[config.mk]
export PLATFORM = sky130hd
export DESIGN_NAME = wiggle_sort_median_shuffle
export DESIGN_NICKNAME = d
export VERILOG_FILES = /design/src/rtl/core/wsms_pkg.sv /design/src/rtl/core/wsms_datapath.sv /design/src/rtl/core/wsms_ctrl.sv /design/src/rtl/core/wiggle_sort_median_shuffle.sv
export SDC_FILE = /design/constraint.sdc
export NUM_CORES = 2
export LEC_CHECK = 0
export ABC_AREA = 1
export BUFFER_PORTS_ARGS = -buffer_cell sky130_fd_sc_hd__buf_2
export CORE_MARGIN = 3
export CORE_UTILIZATION = 60
export DETAILED_ROUTE_END_ITERATION = 8
export PLACE_DENSITY_LB_ADDON = 0.2
export REMOVE_ABC_BUFFERS = 1
export SYNTH_ARGS = -nofsm -noshare
export SYNTH_HDL_FRONTEND = slang
export SYNTH_HIERARCHICAL = 1
export SYNTH_SLANG_ARGS = --single-unit
[constraint.sdc]
create_clock -name aclk -period 20.6 [get_ports aclk]
set_input_delay 1.03 -clock aclk [delete_from_list [all_inputs] [get_ports aclk]]
set_output_delay 1.03 -clock aclk [all_outputs]
set_load 0.01 [all_outputs]
[src/rtl/core/wsms_pkg.sv]
// ----------------------------------------------------------------------------
// wsms_pkg: shared types and constants
// Datapath operation codes, status bundle and the power-of-three table.
// ----------------------------------------------------------------------------
package wsms_pkg;

    localparam int DATA_W     = 32;
    localparam int POW3_DEPTH = 20;
    localparam int PW_W       = 5;

    localparam logic [DATA_W-1:0] POW3_TAB [POW3_DEPTH] = '{
        32'd1, 32'd3, 32'd9, 32'd27, 32'd81, 32'd243, 32'd729, 32'd2187,
        32'd6561, 32'd19683, 32'd59049, 32'd177147, 32'd531441, 32'd1594323,
        32'd4782969, 32'd14348907, 32'd43046721, 32'd129140163,
        32'd387420489, 32'd1162261467
    };

    // 3**idx, saturated past the table
    function automatic logic [DATA_W-1:0] pow3_at(input logic [PW_W-1:0] idx);
        logic [DATA_W-1:0] res;
        if (int'(idx) < POW3_DEPTH) begin
            res = POW3_TAB[idx];
        end else begin
            res = '1;
        end
        return res;
    endfunction

    typedef enum logic [5:0] {
        OP_NONE, OP_LOAD, OP_SEL_INIT, OP_PIV_RD, OP_PIV_CAP, OP_V_RD,
        OP_EQ_STEP, OP_LT_SET, OP_GT_SET, OP_LT_POST, OP_GT_POST, OP_NARROW,
        OP_SW_RA, OP_SW_RB, OP_SW_WA, OP_SW_WB, OP_REV_STEP,
        OP_SH_INIT, OP_PW_INC, OP_PW_DEC, OP_REV1_SET, OP_REV2_SET, OP_REV3_SET,
        OP_CY_INIT, OP_CY_RD0, OP_CY_CAP, OP_CY_RD, OP_CY_XCH, OP_CY_CLOSE,
        OP_SH_ADV, OP_FREV_SET, OP_EM_INIT, OP_EM_RD, OP_EM_CAP, OP_EM_NEXT,
        OP_EM_DONE
    } dp_op_t;

    typedef struct packed {
        dp_op_t op;
    } wsms_cmd_t;

    typedef struct packed {
        logic part_done;
        logic v_eq;
        logic v_lt;
        logic sel_hit;
        logic sel_live;
        logic rev_live;
        logic even;
        logic size_more;
        logic sh_live;
        logic split_fit;
        logic cy_closed;
        logic cy_more;
        logic em_last;
    } wsms_stat_t;

endpackage

[src/rtl/core/wsms_datapath.sv]
// ----------------------------------------------------------------------------
// wsms_datapath: value store and index registers
// Executes one operation code per cycle; one read and one write port.
// ----------------------------------------------------------------------------
module wsms_datapath import wsms_pkg::*; #(
    parameter int MAX_N            = 64,
    parameter int POW3_TABLE_DEPTH = 20
) (
    input  logic                     aclk,
    input  logic                     aresetn,
    input  wsms_cmd_t                cmd,
    input  logic signed [DATA_W-1:0] s_value,
    output wsms_stat_t               stat,
    output logic signed [DATA_W-1:0] m_result_value,
    output logic                     m_final_res,
    output logic                     m_overflowed,
    output logic                     m_valid
);

    localparam int AW = (MAX_N > 1) ? $clog2(MAX_N) : 1;
    localparam int CW = $clog2(MAX_N + 1);
    localparam int IW = CW + 2;
    localparam logic signed [IW-1:0] ONE = IW'(1);

    typedef logic signed [IW-1:0] idx_t;

    logic signed [DATA_W-1:0] mem [MAX_N];
    logic signed [DATA_W-1:0] rd_reg;

    idx_t l_reg, l_next, r_reg, r_next, lo_reg, lo_next, hi_reg, hi_next;
    idx_t i_reg, i_next, a_reg, a_next, b_reg, b_next;
    idx_t cur_reg, cur_next, init_reg, init_next;
    idx_t sl_reg, sl_next, sr_reg, sr_next, sn_reg, sn_next;
    logic signed [DATA_W-1:0] piv_reg, piv_next, ta_reg, ta_next;
    logic signed [DATA_W-1:0] carry_reg, carry_next, res_reg, res_next;
    logic [CW-1:0]   cnt_reg, cnt_next;
    logic            ovf_reg, ovf_next, fin_reg, fin_next;
    logic            oflag_reg, oflag_next, mval_reg, mval_next;
    logic [PW_W-1:0] pw_reg, pw_next, j_reg, j_next;
    logic [AW-1:0]   k_reg, k_next;

    idx_t rd_addr, wr_addr, kk, mid_sh, sp, hsp, cy_r, init_addr;
    logic signed [DATA_W-1:0] wr_data;
    logic                     wr_en;
    logic [DATA_W-1:0]        sn32;

    function automatic idx_t dest_of(input idx_t x, input idx_t lb, input idx_t rb);
        idx_t mid;
        mid = (lb + rb) >>> 1;
        if (x <= mid) begin
            return x + x - lb + ONE;
        end
        return x + x - rb - ONE;
    endfunction

    assign kk        = idx_t'(cnt_reg >> 1);
    assign mid_sh    = (sl_reg + sr_reg) >>> 1;
    assign sp        = idx_t'(pow3_at(pw_reg)) - ONE;
    assign hsp       = sp >>> 1;
    assign cy_r      = sl_reg + sp - ONE;
    assign init_addr = sl_reg + idx_t'(pow3_at(j_reg - PW_W'(1))) - ONE;
    assign sn32      = DATA_W'(unsigned'(sn_reg));

    always_comb begin
        stat.part_done = i_reg > hi_reg;
        stat.v_eq      = rd_reg == piv_reg;
        stat.v_lt      = rd_reg < piv_reg;
        stat.sel_hit   = !(kk < lo_reg) && !(kk > hi_reg);
        stat.sel_live  = l_reg <= r_reg;
        stat.rev_live  = a_reg < b_reg;
        stat.even      = !cnt_reg[0];
        stat.size_more = (int'(pw_reg) < POW3_TABLE_DEPTH - 1) &&
                         (pow3_at(pw_reg + PW_W'(1)) - DATA_W'(1) <= sn32);
        stat.sh_live   = (sn_reg > idx_t'(0)) && (pw_reg != '0);
        stat.split_fit = pow3_at(pw_reg) - DATA_W'(1) <= sn32;
        stat.cy_closed = cur_reg == init_reg;
        stat.cy_more   = j_reg <= pw_reg;
        stat.em_last   = CW'(k_reg) == cnt_reg - CW'(1);
    end

    always_comb begin
        l_next = l_reg;     r_next = r_reg;     lo_next = lo_reg;   hi_next = hi_reg;
        i_next = i_reg;     a_next = a_reg;     b_next = b_reg;
        cur_next = cur_reg; init_next = init_reg;
        sl_next = sl_reg;   sr_next = sr_reg;   sn_next = sn_reg;
        piv_next = piv_reg; ta_next = ta_reg;   carry_next = carry_reg;
        res_next = res_reg; fin_next = fin_reg; oflag_next = oflag_reg;
        mval_next = mval_reg;
        cnt_next = cnt_reg; ovf_next = ovf_reg;
        pw_next = pw_reg;   j_next = j_reg;     k_next = k_reg;
        rd_addr = '0;
        wr_addr = '0;
        wr_data = carry_reg;
        wr_en   = 1'b0;
        unique case (cmd.op)
            OP_LOAD: begin
                if (int'(cnt_reg) < MAX_N) begin
                    wr_en    = 1'b1;
                    wr_addr  = idx_t'(cnt_reg);
                    wr_data  = s_value;
                    cnt_next = cnt_reg + CW'(1);
                end else begin
                    ovf_next = 1'b1;
                end
            end
            OP_SEL_INIT: begin
                l_next = '0;
                r_next = idx_t'(cnt_reg) - ONE;
            end
            OP_PIV_RD: begin
                rd_addr = l_reg + ((r_reg - l_reg) >>> 1);
                lo_next = l_reg;
                hi_next = r_reg;
                i_next  = l_reg;
            end
            OP_PIV_CAP:  piv_next = rd_reg;
            OP_V_RD:     rd_addr = i_reg;
            OP_EQ_STEP:  i_next = i_reg + ONE;
            OP_LT_SET: begin
                a_next = lo_reg;
                b_next = i_reg;
            end
            OP_GT_SET: begin
                a_next = i_reg;
                b_next = hi_reg;
            end
            OP_LT_POST: begin
                lo_next = lo_reg + ONE;
                i_next  = i_reg + ONE;
            end
            OP_GT_POST:  hi_next = hi_reg - ONE;
            OP_NARROW: begin
                if (kk < lo_reg) begin
                    r_next = lo_reg - ONE;
                end else if (kk > hi_reg) begin
                    l_next = hi_reg + ONE;
                end
            end
            OP_SW_RA:    rd_addr = a_reg;
            OP_SW_RB: begin
                rd_addr = b_reg;
                ta_next = rd_reg;
            end
            OP_SW_WA: begin
                wr_en   = 1'b1;
                wr_addr = a_reg;
                wr_data = rd_reg;
            end
            OP_SW_WB: begin
                wr_en   = 1'b1;
                wr_addr = b_reg;
                wr_data = ta_reg;
            end
            OP_REV_STEP: begin
                a_next = a_reg + ONE;
                b_next = b_reg - ONE;
            end
            OP_SH_INIT: begin
                sl_next = cnt_reg[0] ? ONE : idx_t'(0);
                sr_next = idx_t'(cnt_reg) - ONE;
                sn_next = cnt_reg[0] ? idx_t'(cnt_reg) - ONE : idx_t'(cnt_reg);
                pw_next = '0;
            end
            OP_PW_INC:   pw_next = pw_reg + PW_W'(1);
            OP_PW_DEC:   pw_next = pw_reg - PW_W'(1);
            OP_REV1_SET: begin
                a_next = sl_reg + hsp;
                b_next = mid_sh;
            end
            OP_REV2_SET: begin
                a_next = mid_sh + ONE;
                b_next = mid_sh + hsp;
            end
            OP_REV3_SET: begin
                a_next = sl_reg + hsp;
                b_next = mid_sh + hsp;
            end
            OP_CY_INIT:  j_next = PW_W'(1);
            OP_CY_RD0: begin
                rd_addr   = init_addr;
                init_next = init_addr;
            end
            OP_CY_CAP: begin
                carry_next = rd_reg;
                cur_next   = dest_of(init_reg, sl_reg, cy_r);
            end
            OP_CY_RD:    rd_addr = cur_reg;
            OP_CY_XCH: begin
                wr_en      = 1'b1;
                wr_addr    = cur_reg;
                carry_next = rd_reg;
                cur_next   = dest_of(cur_reg, sl_reg, cy_r);
            end
            OP_CY_CLOSE: begin
                wr_en   = 1'b1;
                wr_addr = init_reg;
                j_next  = j_reg + PW_W'(1);
            end
            OP_SH_ADV: begin
                sl_next = sl_reg + sp;
                sn_next = sn_reg - sp;
            end
            OP_FREV_SET: begin
                a_next = '0;
                b_next = idx_t'(cnt_reg) - ONE;
            end
            OP_EM_INIT:  k_next = '0;
            OP_EM_RD:    rd_addr = idx_t'(k_reg);
            OP_EM_CAP: begin
                res_next   = rd_reg;
                fin_next   = stat.em_last;
                oflag_next = ovf_reg;
                mval_next  = 1'b1;
            end
            OP_EM_NEXT: begin
                mval_next = 1'b0;
                k_next    = k_reg + AW'(1);
            end
            OP_EM_DONE: begin
                mval_next = 1'b0;
                cnt_next  = '0;
                ovf_next  = 1'b0;
            end
            default: ;
        endcase
    end

    // value store, registered read
    always_ff @(posedge aclk) begin
        if (wr_en) begin
            mem[wr_addr[AW-1:0]] <= wr_data;
        end
        rd_reg <= mem[rd_addr[AW-1:0]];
    end

    always_ff @(posedge aclk) begin
        if (!aresetn) begin
            cnt_reg  <= '0;
            ovf_reg  <= 1'b0;
            mval_reg <= 1'b0;
        end else begin
            cnt_reg  <= cnt_next;
            ovf_reg  <= ovf_next;
            mval_reg <= mval_next;
        end
    end

    always_ff @(posedge aclk) begin
        l_reg <= l_next;       r_reg <= r_next;       lo_reg <= lo_next;
        hi_reg <= hi_next;     i_reg <= i_next;       a_reg <= a_next;
        b_reg <= b_next;       cur_reg <= cur_next;   init_reg <= init_next;
        sl_reg <= sl_next;     sr_reg <= sr_next;     sn_reg <= sn_next;
        piv_reg <= piv_next;   ta_reg <= ta_next;     carry_reg <= carry_next;
        res_reg <= res_next;   fin_reg <= fin_next;   oflag_reg <= oflag_next;
        pw_reg <= pw_next;     j_reg <= j_next;       k_reg <= k_next;
    end

    assign m_result_value = res_reg;
    assign m_final_res    = fin_reg;
    assign m_overflowed   = oflag_reg;
    assign m_valid        = mval_reg;

endmodule

[src/rtl/core/wsms_ctrl.sv]
// ----------------------------------------------------------------------------
// wsms_ctrl: sequencing state machine
// Steps load, selection, shuffle, reversal and emit; issues datapath ops.
// ----------------------------------------------------------------------------
module wsms_ctrl import wsms_pkg::*; (
    input  logic       aclk,
    input  logic       aresetn,
    input  logic       s_valid,
    input  logic       s_last,
    input  logic       m_ready,
    input  wsms_stat_t stat,
    output wsms_cmd_t  cmd,
    output logic       s_ready
);

    typedef enum logic [32:0] {
        S_LOAD     = 33'h1 << 0,  S_SEL_INIT = 33'h1 << 1,  S_SEL_CHK  = 33'h1 << 2,
        S_PIV_RD   = 33'h1 << 3,  S_PIV_CAP  = 33'h1 << 4,  S_PART     = 33'h1 << 5,
        S_V_DEC    = 33'h1 << 6,  S_LT_POST  = 33'h1 << 7,  S_GT_POST  = 33'h1 << 8,
        S_NARROW   = 33'h1 << 9,  S_SW_RA    = 33'h1 << 10, S_SW_RB    = 33'h1 << 11,
        S_SW_WA    = 33'h1 << 12, S_SW_WB    = 33'h1 << 13, S_REV      = 33'h1 << 14,
        S_REV_STEP = 33'h1 << 15, S_SH_INIT  = 33'h1 << 16, S_SH_SIZE  = 33'h1 << 17,
        S_SH_LOOP  = 33'h1 << 18, S_REV2     = 33'h1 << 19, S_REV3     = 33'h1 << 20,
        S_CY_INIT  = 33'h1 << 21, S_CY_RD0   = 33'h1 << 22, S_CY_CAP   = 33'h1 << 23,
        S_CY_STEP  = 33'h1 << 24, S_CY_XCH   = 33'h1 << 25, S_CY_NEXT  = 33'h1 << 26,
        S_SH_ADV   = 33'h1 << 27, S_FREV     = 33'h1 << 28, S_EM_INIT  = 33'h1 << 29,
        S_EM_RD    = 33'h1 << 30, S_EM_CAP   = 33'h1 << 31, S_EM_WAIT  = 33'h1 << 32
    } state_t;

    state_t state_reg, state_next;
    state_t swret_reg, swret_next;
    state_t rvret_reg, rvret_next;

    always_comb begin
        state_next = state_reg;
        swret_next = swret_reg;
        rvret_next = rvret_reg;
        cmd.op     = OP_NONE;
        unique case (state_reg)
            S_LOAD: begin
                if (s_valid) begin
                    cmd.op = OP_LOAD;
                    if (s_last) begin
                        state_next = S_SEL_INIT;
                    end
                end
            end
            S_SEL_INIT: begin
                cmd.op     = OP_SEL_INIT;
                state_next = S_SEL_CHK;
            end
            S_SEL_CHK:  state_next = stat.sel_live ? S_PIV_RD : S_SH_INIT;
            S_PIV_RD: begin
                cmd.op     = OP_PIV_RD;
                state_next = S_PIV_CAP;
            end
            S_PIV_CAP: begin
                cmd.op     = OP_PIV_CAP;
                state_next = S_PART;
            end
            S_PART: begin
                if (stat.part_done) begin
                    state_next = S_NARROW;
                end else begin
                    cmd.op     = OP_V_RD;
                    state_next = S_V_DEC;
                end
            end
            S_V_DEC: begin
                priority if (stat.v_eq) begin
                    cmd.op     = OP_EQ_STEP;
                    state_next = S_PART;
                end else if (stat.v_lt) begin
                    cmd.op     = OP_LT_SET;
                    swret_next = S_LT_POST;
                    state_next = S_SW_RA;
                end else begin
                    cmd.op     = OP_GT_SET;
                    swret_next = S_GT_POST;
                    state_next = S_SW_RA;
                end
            end
            S_LT_POST: begin
                cmd.op     = OP_LT_POST;
                state_next = S_PART;
            end
            S_GT_POST: begin
                cmd.op     = OP_GT_POST;
                state_next = S_PART;
            end
            S_NARROW: begin
                if (stat.sel_hit) begin
                    state_next = S_SH_INIT;
                end else begin
                    cmd.op     = OP_NARROW;
                    state_next = S_SEL_CHK;
                end
            end
            S_SW_RA: begin
                cmd.op     = OP_SW_RA;
                state_next = S_SW_RB;
            end
            S_SW_RB: begin
                cmd.op     = OP_SW_RB;
                state_next = S_SW_WA;
            end
            S_SW_WA: begin
                cmd.op     = OP_SW_WA;
                state_next = S_SW_WB;
            end
            S_SW_WB: begin
                cmd.op     = OP_SW_WB;
                state_next = swret_reg;
            end
            S_REV: begin
                if (stat.rev_live) begin
                    swret_next = S_REV_STEP;
                    state_next = S_SW_RA;
                end else begin
                    state_next = rvret_reg;
                end
            end
            S_REV_STEP: begin
                cmd.op     = OP_REV_STEP;
                state_next = S_REV;
            end
            S_SH_INIT: begin
                cmd.op     = OP_SH_INIT;
                state_next = S_SH_SIZE;
            end
            S_SH_SIZE: begin
                if (stat.size_more) begin
                    cmd.op = OP_PW_INC;
                end else begin
                    state_next = S_SH_LOOP;
                end
            end
            S_SH_LOOP: begin
                priority if (!stat.sh_live) begin
                    state_next = stat.even ? S_FREV : S_EM_INIT;
                end else if (stat.split_fit) begin
                    cmd.op     = OP_REV1_SET;
                    rvret_next = S_REV2;
                    state_next = S_REV;
                end else begin
                    cmd.op = OP_PW_DEC;
                end
            end
            S_REV2: begin
                cmd.op     = OP_REV2_SET;
                rvret_next = S_REV3;
                state_next = S_REV;
            end
            S_REV3: begin
                cmd.op     = OP_REV3_SET;
                rvret_next = S_CY_INIT;
                state_next = S_REV;
            end
            S_CY_INIT: begin
                cmd.op     = OP_CY_INIT;
                state_next = S_CY_RD0;
            end
            S_CY_RD0: begin
                cmd.op     = OP_CY_RD0;
                state_next = S_CY_CAP;
            end
            S_CY_CAP: begin
                cmd.op     = OP_CY_CAP;
                state_next = S_CY_STEP;
            end
            S_CY_STEP: begin
                if (stat.cy_closed) begin
                    cmd.op     = OP_CY_CLOSE;
                    state_next = S_CY_NEXT;
                end else begin
                    cmd.op     = OP_CY_RD;
                    state_next = S_CY_XCH;
                end
            end
            S_CY_XCH: begin
                cmd.op     = OP_CY_XCH;
                state_next = S_CY_STEP;
            end
            S_CY_NEXT:  state_next = stat.cy_more ? S_CY_RD0 : S_SH_ADV;
            S_SH_ADV: begin
                cmd.op     = OP_SH_ADV;
                state_next = S_SH_LOOP;
            end
            S_FREV: begin
                cmd.op     = OP_FREV_SET;
                rvret_next = S_EM_INIT;
                state_next = S_REV;
            end
            S_EM_INIT: begin
                cmd.op     = OP_EM_INIT;
                state_next = S_EM_RD;
            end
            S_EM_RD: begin
                cmd.op     = OP_EM_RD;
                state_next = S_EM_CAP;
            end
            S_EM_CAP: begin
                cmd.op     = OP_EM_CAP;
                state_next = S_EM_WAIT;
            end
            S_EM_WAIT: begin
                if (m_ready) begin
                    if (stat.em_last) begin
                        cmd.op     = OP_EM_DONE;
                        state_next = S_LOAD;
                    end else begin
                        cmd.op     = OP_EM_NEXT;
                        state_next = S_EM_RD;
                    end
                end
            end
            default:    state_next = S_LOAD;
        endcase
    end

    always_ff @(posedge aclk) begin
        if (!aresetn) begin
            state_reg <= S_LOAD;
            swret_reg <= S_LOAD;
            rvret_reg <= S_LOAD;
        end else begin
            state_reg <= state_next;
            swret_reg <= swret_next;
            rvret_reg <= rvret_next;
        end
    end

    assign s_ready = state_reg == S_LOAD;

endmodule

[src/rtl/core/wiggle_sort_median_shuffle.sv]
// ----------------------------------------------------------------------------
// wiggle_sort_median_shuffle: wiggle ordering by median select and shuffle
// Collects a set of signed values, reorders it so that small and large
// values alternate, and streams the result back out.
// ----------------------------------------------------------------------------
// Usage:
//   s_ channel: one signed 32-bit value per request; s_last closes the set.
//     Requests past MAX_N are dropped and flag m_overflowed on every result.
//   m_ channel: one request per stored value in index order; m_final_res
//     marks the last one. s_ready is low from s_last until the last result
//     has been taken.
//   Rate: one request per cycle while loading. After s_last the set is
//     worked on in place in the value store, which has one read and one
//     write port: quickselect for rank n/2 (an element equal to the
//     pivot is stepped past, any other needs a swap, and a swap reads both
//     entries and then writes both back), then the cycle-leader shuffle
//     with its block reversals, then emit, which reads, captures and
//     waits for m_ready for each result.
//   Reset: synchronous, active low; clears the count, the overflow flag
//     and the output valid. The store itself is not cleared.
//   Stall: a low m_ready simply freezes the sequencer in its emit wait.
// ----------------------------------------------------------------------------
module wiggle_sort_median_shuffle import wsms_pkg::*; #(
    parameter int MAX_N            = 64,
    parameter int POW3_TABLE_DEPTH = 20
) (
    input  logic                     aclk,
    input  logic                     aresetn,
    input  logic                     s_valid,
    output logic                     s_ready,
    input  logic signed [DATA_W-1:0] s_value,
    input  logic                     s_last,
    output logic                     m_valid,
    input  logic                     m_ready,
    output logic signed [DATA_W-1:0] m_result_value,
    output logic                     m_final_res,
    output logic                     m_overflowed
);

    wsms_cmd_t  cmd;
    wsms_stat_t stat;

    // sequencer: owns the state machine and the swap/reverse return points
    wsms_ctrl u_ctrl (
        .aclk    (aclk),
        .aresetn (aresetn),
        .s_valid (s_valid),
        .s_last  (s_last),
        .m_ready (m_ready),
        .stat    (stat),
        .cmd     (cmd),
        .s_ready (s_ready)
    );

    // datapath: value store, index registers and output register
    wsms_datapath #(
        .MAX_N            (MAX_N),
        .POW3_TABLE_DEPTH (POW3_TABLE_DEPTH)
    ) u_dp (
        .aclk           (aclk),
        .aresetn        (aresetn),
        .cmd            (cmd),
        .s_value        (s_value),
        .stat           (stat),
        .m_result_value (m_result_value),
        .m_final_res    (m_final_res),
        .m_overflowed   (m_overflowed),
        .m_valid        (m_valid)
    );

`ifndef SYNTHESIS
    // loading and emitting never overlap
    a_no_overlap: assert property (@(posedge aclk) disable iff (!aresetn)
        !(s_ready && m_valid))
        else $error("input ready while a result is pending");

    // after the final result is taken the block is back to loading
    a_back_to_load: assert property (@(posedge aclk) disable iff (!aresetn)
        (m_valid && m_ready && m_final_res) |=> (s_ready && !m_valid))
        else $error("block not back to load after final result");

    // reset leaves no result pending
    a_reset_quiet: assert property (@(posedge aclk)
        !aresetn |=> !m_valid)
        else $error("result valid after reset");
`endif

endmodule
* Word-level counts from Yosys, hierarchy flattened
Memory sizes are Yosys's and may differ from the RTL's. A register that Yosys moved wholly into a read port is not among the register bits.
Index checks and enable logic that the tools add are counted.
** Cells by class
- Add/sub/neg operators :: 40
- Magnitude comparators :: 20
- Equality and inequality tests :: 85
- Muxes and demuxes :: 84
- Bitwise operators :: 3
- Reduce and logical (&&, ||, !) cells :: 37
** Operators with widths (number)
- $pmux W33 S27 :: 1
- $mux W33 :: 11
- $mux W32 :: 7
- $pmux W6 S30 :: 1
- $pmux W9 S2 :: 8
- $pmux W33 S4 :: 1
- $mux W9 :: 12
- $pmux W9 S6 :: 2
- $eq A6 B5 Y1 const B :: 16
- $pmux W32 S3 :: 1
- $sub A9 B2 Y9 const B :: 8
- $pmux W33 S2 :: 1
- $le A32 B9 Y1 :: 2
- $sub A32 B1 Y32 const B :: 2
- $add A9 B2 Y9 const B :: 6
- $add A9 B9 Y9 :: 6
- $eq A6 B4 Y1 const B :: 8
- $sub A9 B9 Y9 :: 5
- $pmux W6 S7 :: 1
- $mux W17 :: 2
- $eq A33 B1 Y1 const B :: 1
- $eq A33 B10 Y1 const B :: 1
- $eq A33 B11 Y1 const B :: 1
- $eq A33 B12 Y1 const B :: 1
- 94 further kinds :: 164
** Storage, ports and cells
- Register bits after elaboration :: 362
- RAM bits :: 2048
- Bits in read-only memories :: 3072
- Input port bits :: 37
- Memories :: 4
** Memory list
- u_dp.mem :: words 64, width 32, rd ports 1, clocked after Yosys merged registers in 1, write ports 1, RTL line wsms_datapath.sv:27 : logic signed [DATA_W-1:0] mem [MAX_N];
- (name not given) :: words 32, width 32, rd ports 1, clocked after Yosys merged registers in 0, write ports 0, RTL line wsms_pkg.sv:22 : res = POW3_TAB[idx];
- (name not given) :: words 32, width 32, rd ports 1, clocked after Yosys merged registers in 0, write ports 0, RTL line wsms_pkg.sv:22
- (name not given) :: words 32, width 32, rd ports 1, clocked after Yosys merged registers in 0, write ports 0, RTL line wsms_pkg.sv:22

* Longest topological paths before layout
- Depth in word-level cells :: 16
- Gate-level depth with buffers :: 39
- Depth with buffers taken out :: 37

* Cells and area by module
Netlist, hierarchy kept.
** Modules (own cells, without submodules)
- wsms_datapath :: times used 1, cells an instance 10172, area an instance 108250.1 sq um, sequential area each 69887.0 sq um
- wsms_ctrl :: times used 1, cells an instance 448, area an instance 2727.6 sq um, sequential area each 840.8 sq um

* Worst setup path after synthesis
No wires, ideal clock.
- Kind :: register -> register
- Start :: register u_dp.pw_reg[0]
- End :: register u_dp.carry_reg[0] (enable)
- Arrival time :: 6.081 ns
- Required time :: 20.110 ns
- Setup slack :: 14.028 ns
- Stages on the path, launching flop included :: 23
- Cell sequence :: edfxtp_1 ha_1 ha_1 clkbuf_1 nand2_1 o21ai_0 o21ai_0 ha_1 nand2_1 nor2_1 nand2_1 o211ai_1 a21oi_1 o2111a_1 inv_1 nor2_1 nor4_1 nand3b_1 inv_2 nor2_4 inv_2 buf_2 nor3_1
** RTL lines
- start, declared :: RTL line wsms_datapath.sv:39 : logic [PW_W-1:0] pw_reg, pw_next, j_reg, j_next;
- start signal, assigned :: RTL line wsms_datapath.sv:255 : pw_reg <= pw_next; j_reg <= j_next; k_reg <= k_next;
- end signal, assigned :: RTL line wsms_datapath.sv:253 : piv_reg <= piv_next; ta_reg <= ta_next; carry_reg <= carry_next;
- end, declared :: RTL line wsms_datapath.sv:35 : logic signed [DATA_W-1:0] carry_reg, carry_next, res_reg, res_next;

==> impl_metrics.prom <==
# TYPE chip_impl_metric gauge
chip_impl_info{name="synthMostInstantiatedCell",value="sky130_fd_sc_hd__edfxtp_1"} 1
chip_impl_metric{name="vias",unit=""} 80210
chip_impl_metric{name="io-pin-count",unit=""} 73
chip_impl_metric{name="clock_latency",unit="ns"} 0.90
chip_impl_metric{name="finalMaxSlewViolations",unit=""} 0
chip_impl_info{name="path_class",value="reg -> reg"} 1
chip_impl_metric{name="die-width",unit="µm"} 436.1
chip_impl_metric{name="post_cts_setup_repair_bufs",unit=""} 0
chip_impl_info{name="hp-class",value="reg -> reg"} 1
chip_impl_metric{name="cts.htree.levels",unit=""} 4
chip_impl_metric{name="cts-buffers-inserted",unit=""} 234
chip_impl_metric{name="wirelength",unit="mm"} 331.1
chip_impl_info{name="synthDominantAreaCellType",value="sky130_fd_sc_hd__edfxtp_1"} 1
chip_impl_info{name="outcome",value="complete, no violations"} 1
chip_impl_metric{name="cts_hold_repair.buffers",unit=""} 0
chip_impl_metric{name="gpl.final_weighted_congestion",unit=""} 0.9558
chip_impl_info{name="critPathLaunchType",value="register"} 1
chip_impl_metric{name="layout-area-overhead-vs-synth",unit="%"} 9.760
chip_impl_metric{name="chipHeight",unit="µm"} 436.1
chip_impl_metric{name="total_drc_errors_in_the_routed_layout",unit=""} 0
chip_impl_info{name="ys.flop_type",value="sky130_fd_sc_hd__edfxtp_1"} 1
chip_impl_metric{name="layout_min_cycle_time",unit="ns"} 10.57
chip_impl_info{name="synth.area.top_cells",value="sky130_fd_sc_hd__edfxtp_1 (62%), sky130_fd_sc_hd__nand3_1 (8.6%), sky130_fd_sc_hd__nand2_1 (7.5%)"} 1
chip_impl_metric{name="die_area",unit="µm²"} 190200
chip_impl_metric{name="ir_drop",unit="µV"} 78.70
chip_impl_metric{name="static-leakage-power",unit="nW"} 48.37
chip_impl_info{name="yosys-top-cells-count",value="sky130_fd_sc_hd__edfxtp_1 (2300), sky130_fd_sc_hd__nand2_1 (2230), sky130_fd_sc_hd__nand3_1 (1909)"} 1
chip_impl_metric{name="dp.final_hpwl",unit="mm"} 189.7
chip_impl_metric{name="vias_per_cell",unit=""} 6.057
chip_impl_metric{name="yosys_warnings",unit=""} 6
chip_impl_metric{name="hold-worst-slack",unit="ns"} 0.4397
chip_impl_metric{name="synth_enable_flop_cells",unit=""} 2300
chip_impl_metric{name="antenna_violating_nets_post_route",unit=""} 0
chip_impl_metric{name="setup-violations-final",unit=""} 0
chip_impl_metric{name="synth.cell_area",unit="µm²"} 111000
chip_impl_info{name="crit_top_cell",value="sky130_fd_sc_hd__nand2_1"} 1
chip_impl_metric{name="synthAdderAreaFrac",unit=""} 0.02873
chip_impl_info{name="crit_path_end_kind",value="register"} 1
chip_impl_metric{name="grtUsageMet2",unit=""} 0.5324
chip_impl_metric{name="placeableCoreArea",unit="µm²"} 183500
chip_impl_metric{name="max_slew.worst_pin.slew",unit="ns"} 1.184
chip_impl_metric{name="pwr_density_cell",unit="nW/µm²"} 103.0
chip_impl_metric{name="p_seq_frac",unit=""} 0.495
chip_impl_metric{name="overflow",unit=""} 0
chip_impl_metric{name="maximum_clock_frequency",unit="MHz"} 94.61
chip_impl_metric{name="postCtsResizedCells",unit=""} 0
chip_impl_info{name="tritoncts",value="done"} 1
chip_impl_metric{name="grt_pass1_vias",unit=""} 76090
chip_impl_metric{name="max_ffs_per_register",unit=""} 2048
chip_impl_metric{name="internal_power",unit="mW"} 8.900
chip_impl_metric{name="number_of_maximum_capacitance_constraint_violations",unit=""} 0
chip_impl_info{name="main_combinational_cell_family_by_area_after_synthesis",value="simple AND/OR/NAND/NOR gates"} 1
chip_impl_metric{name="postSynthAreaPerCell",unit="µm²"} 10.45
chip_impl_metric{name="grt.met1_usage",unit=""} 0.4721
chip_impl_metric{name="grt.met3_usage",unit=""} 0.06485
chip_impl_metric{name="antenna_found_initial",unit=""} 19
chip_impl_metric{name="critPathMaxStageDelay",unit="ns"} 0.91
chip_impl_metric{name="largest_fanout_on_the_critical_path",unit=""} 166
chip_impl_metric{name="detailedRoute.firstPassIterationCount",unit=""} 6
chip_impl_metric{name="drive_gt1_frac",unit=""} 0.07361
chip_impl_metric{name="synth_simple_gate_area_frac",unit=""} 0.2127
chip_impl_metric{name="synth_seq_cells",unit=""} 2383
chip_impl_metric{name="synthXorXnorAreaFrac",unit=""} 0.007576
chip_impl_metric{name="slew_headroom",unit=""} 0.2109
chip_impl_metric{name="stdcell_count",unit=""} 13240
chip_impl_metric{name="initialDrtViolationCount",unit=""} 10540
chip_impl_metric{name="finalNetCount",unit=""} 10850
chip_impl_metric{name="required",unit="ns"} 21.38
chip_impl_metric{name="clock_path_buffers",unit=""} 3
chip_impl_metric{name="synthesis.instances",unit=""} 10620
chip_impl_info{name="top_usage_layer",value="met2"} 1
chip_impl_metric{name="synth.top_cell.area_share",unit=""} 0.6223
chip_impl_metric{name="start_util",unit=""} 0.6049
chip_impl_metric{name="route.detailed.wl_per_inst",unit="µm"} 25.01
chip_impl_metric{name="grt_pass1_wl",unit="mm"} 486.5
chip_impl_metric{name="arrival",unit="ns"} 11.35
chip_impl_metric{name="clock_network_fraction_of_design_power",unit=""} 0.339
chip_impl_metric{name="yosysSeqAreaShare",unit=""} 0.6373
chip_impl_info{name="rsz0062_at_grt",value="false"} 1
chip_impl_metric{name="swShare",unit=""} 0.2905
chip_impl_metric{name="p_comb_frac",unit=""} 0.166
chip_impl_metric{name="fin_crit_sh",unit=""} 0.5131
chip_impl_metric{name="timing.final.hold_violations",unit=""} 0
chip_impl_info{name="crit_slowest_cell",value="sky130_fd_sc_hd__buf_4"} 1
chip_impl_metric{name="port_buffers",unit=""} 72
chip_impl_metric{name="cts.clk_slew.worst_paths",unit="ns"} 0.06
chip_impl_metric{name="placedCellCount",unit=""} 12790
chip_impl_metric{name="final_core_util",unit=""} 0.6639
chip_impl_metric{name="ffs_w_async_s_r_synth",unit=""} 0
chip_impl_metric{name="synth_cell_types",unit=""} 64
chip_impl_metric{name="row_count",unit=""} 157
chip_impl_metric{name="synth-compound-area-share",unit=""} 0.03740
chip_impl_metric{name="maximum_number_of_pins_on_one_net_before_global_route_repair",unit=""} 167
chip_impl_metric{name="netSwitchingPower",unit="mW"} 3.644
chip_impl_metric{name="clock_sink_count",unit=""} 2383
chip_impl_metric{name="layout_skew",unit="ns"} 0.04633
chip_impl_info{name="clockRootBuffer",value="sky130_fd_sc_hd__clkbuf_16"} 1
chip_impl_metric{name="mux_contribution_to_synthesized_area",unit=""} 0
chip_impl_metric{name="gr-usage-all-layers",unit=""} 0.3428
## metrics by stage
step	setup TNS, ns	worst slack (ns)	area [µm²]	total power, mW
5_1_grt	0	9.040	121800	12.90
3_3_place_gp	0	10.31	114200	8.265
2_1_floorplan	-1404.40	-43.89	108700	7.455
3_5_place_dp	0	10.15	114200	8.317
4_1_cts	0	10.19	121800	12.51
6_report	0	10.03	121800	12.54
## cells in the final DEF (no fill, tap or decap), types with 31 or more instances in the layout
cell type                   netlist  final
sky130_fd_sc_hd__edfxtp_1      2300   2300
sky130_fd_sc_hd__nand2_1       2230   2227
sky130_fd_sc_hd__nand3_1       1909   1876
sky130_fd_sc_hd__inv_1         1603   1599
sky130_fd_sc_hd__nand3b_1       425    425
sky130_fd_sc_hd__nor2_1         317    250
sky130_fd_sc_hd__clkbuf_16        0    236
sky130_fd_sc_hd__ha_1           234    234
sky130_fd_sc_hd__o211ai_1       208    208
sky130_fd_sc_hd__buf_4            6    158
sky130_fd_sc_hd__a21oi_1        140    140
sky130_fd_sc_hd__o21ai_0        142    138
sky130_fd_sc_hd__dfxtp_1         83     83
sky130_fd_sc_hd__nor2_4           9     79
sky130_fd_sc_hd__buf_2          236     72
sky130_fd_sc_hd__xor2_1          68     68
sky130_fd_sc_hd__clkbuf_1       214     63
sky130_fd_sc_hd__nor3_1          54     52
sky130_fd_sc_hd__clkinv_2         1     50
sky130_fd_sc_hd__clkinv_1         3     40
sky130_fd_sc_hd__a22oi_1         34     34
sky130_fd_sc_hd__nand4_1         31     31
sky130_fd_sc_hd__nand3_2          1     31
## layer usage
metal	routed length [µm]	share of wire
met5	58	0.00018
met3	37590	0.11
met4	16320	0.049
met1	126700	0.38
met2	150500	0.45
## worst max-delay path, delay by kind of cell, from the launching register on
| kind | cells | cell delay [ns] |
|---|---|---|
| flip-flops | 1 | 0.57 |
| buffers and inverters | 7 | 3.97 |
| AND/OR/NAND/NOR | 22 | 4.36 |
| AO/OA/AOI/OAI | 7 | 1.00 |
| adder cells (fa/ha/maj) | 1 | 0.30 |
## cell type report
class | instances | area [µm²]
sequential | 2383 | 70730
clock inverter | 129 | 1251
multi-input combinational | 6074 | 32520
fill | 13910 | 61660
inverter | 1635 | 6175
tap | 2464 | 3083
clock buffer | 316 | 6370
timing repair buffer | 236 | 1667
antenna | 5 | 12.51
## power by group through the flow
stage	Clock [mW]	Combinational (mW)	Sequential [mW]
finish	4.25	2.08	6.21
global route	4.48	2.21	6.21
CTS	4.29	2.02	6.20
detailed placement	0	2.01	6.30
global placement	0	1.97	6.30
floorplan	0	1.18	6.27
## final timing paths
kind | start | endpoint | slack (ns) | depth (start not counted)
worst max register to register | u_dp/pw_reg[0]$_DFFE_PP_ | u_dp/rd_reg[11]$_DFF_P_ | 10.03 | 37
worst max-delay path | u_dp/pw_reg[0]$_DFFE_PP_ | u_dp/rd_reg[11]$_DFF_P_ | 10.03 | 37
worst min register to register | u_dp/ovf_reg$_SDFFE_PN0P_ | u_dp/m_overflowed$_DFFE_PP_ | 0.44 | 0
worst min-delay path | u_dp/ovf_reg$_SDFFE_PN0P_ | u_dp/m_overflowed$_DFFE_PP_ | 0.44 | 0
## kinds of logic (layout without fill, tap and decap cells)
family / after synthesis / count (layout)
simple gates: 5083 / 5083
flops: 2383 / 2383
buf+inv: 2163 / 2316
compound gates: 648 / 648
fa+ha+maj: 247 / 247
xor+xnor: 96 / 96
other cells: 0 / 5
No activity file was read; power rests on OpenSTA's default activity.
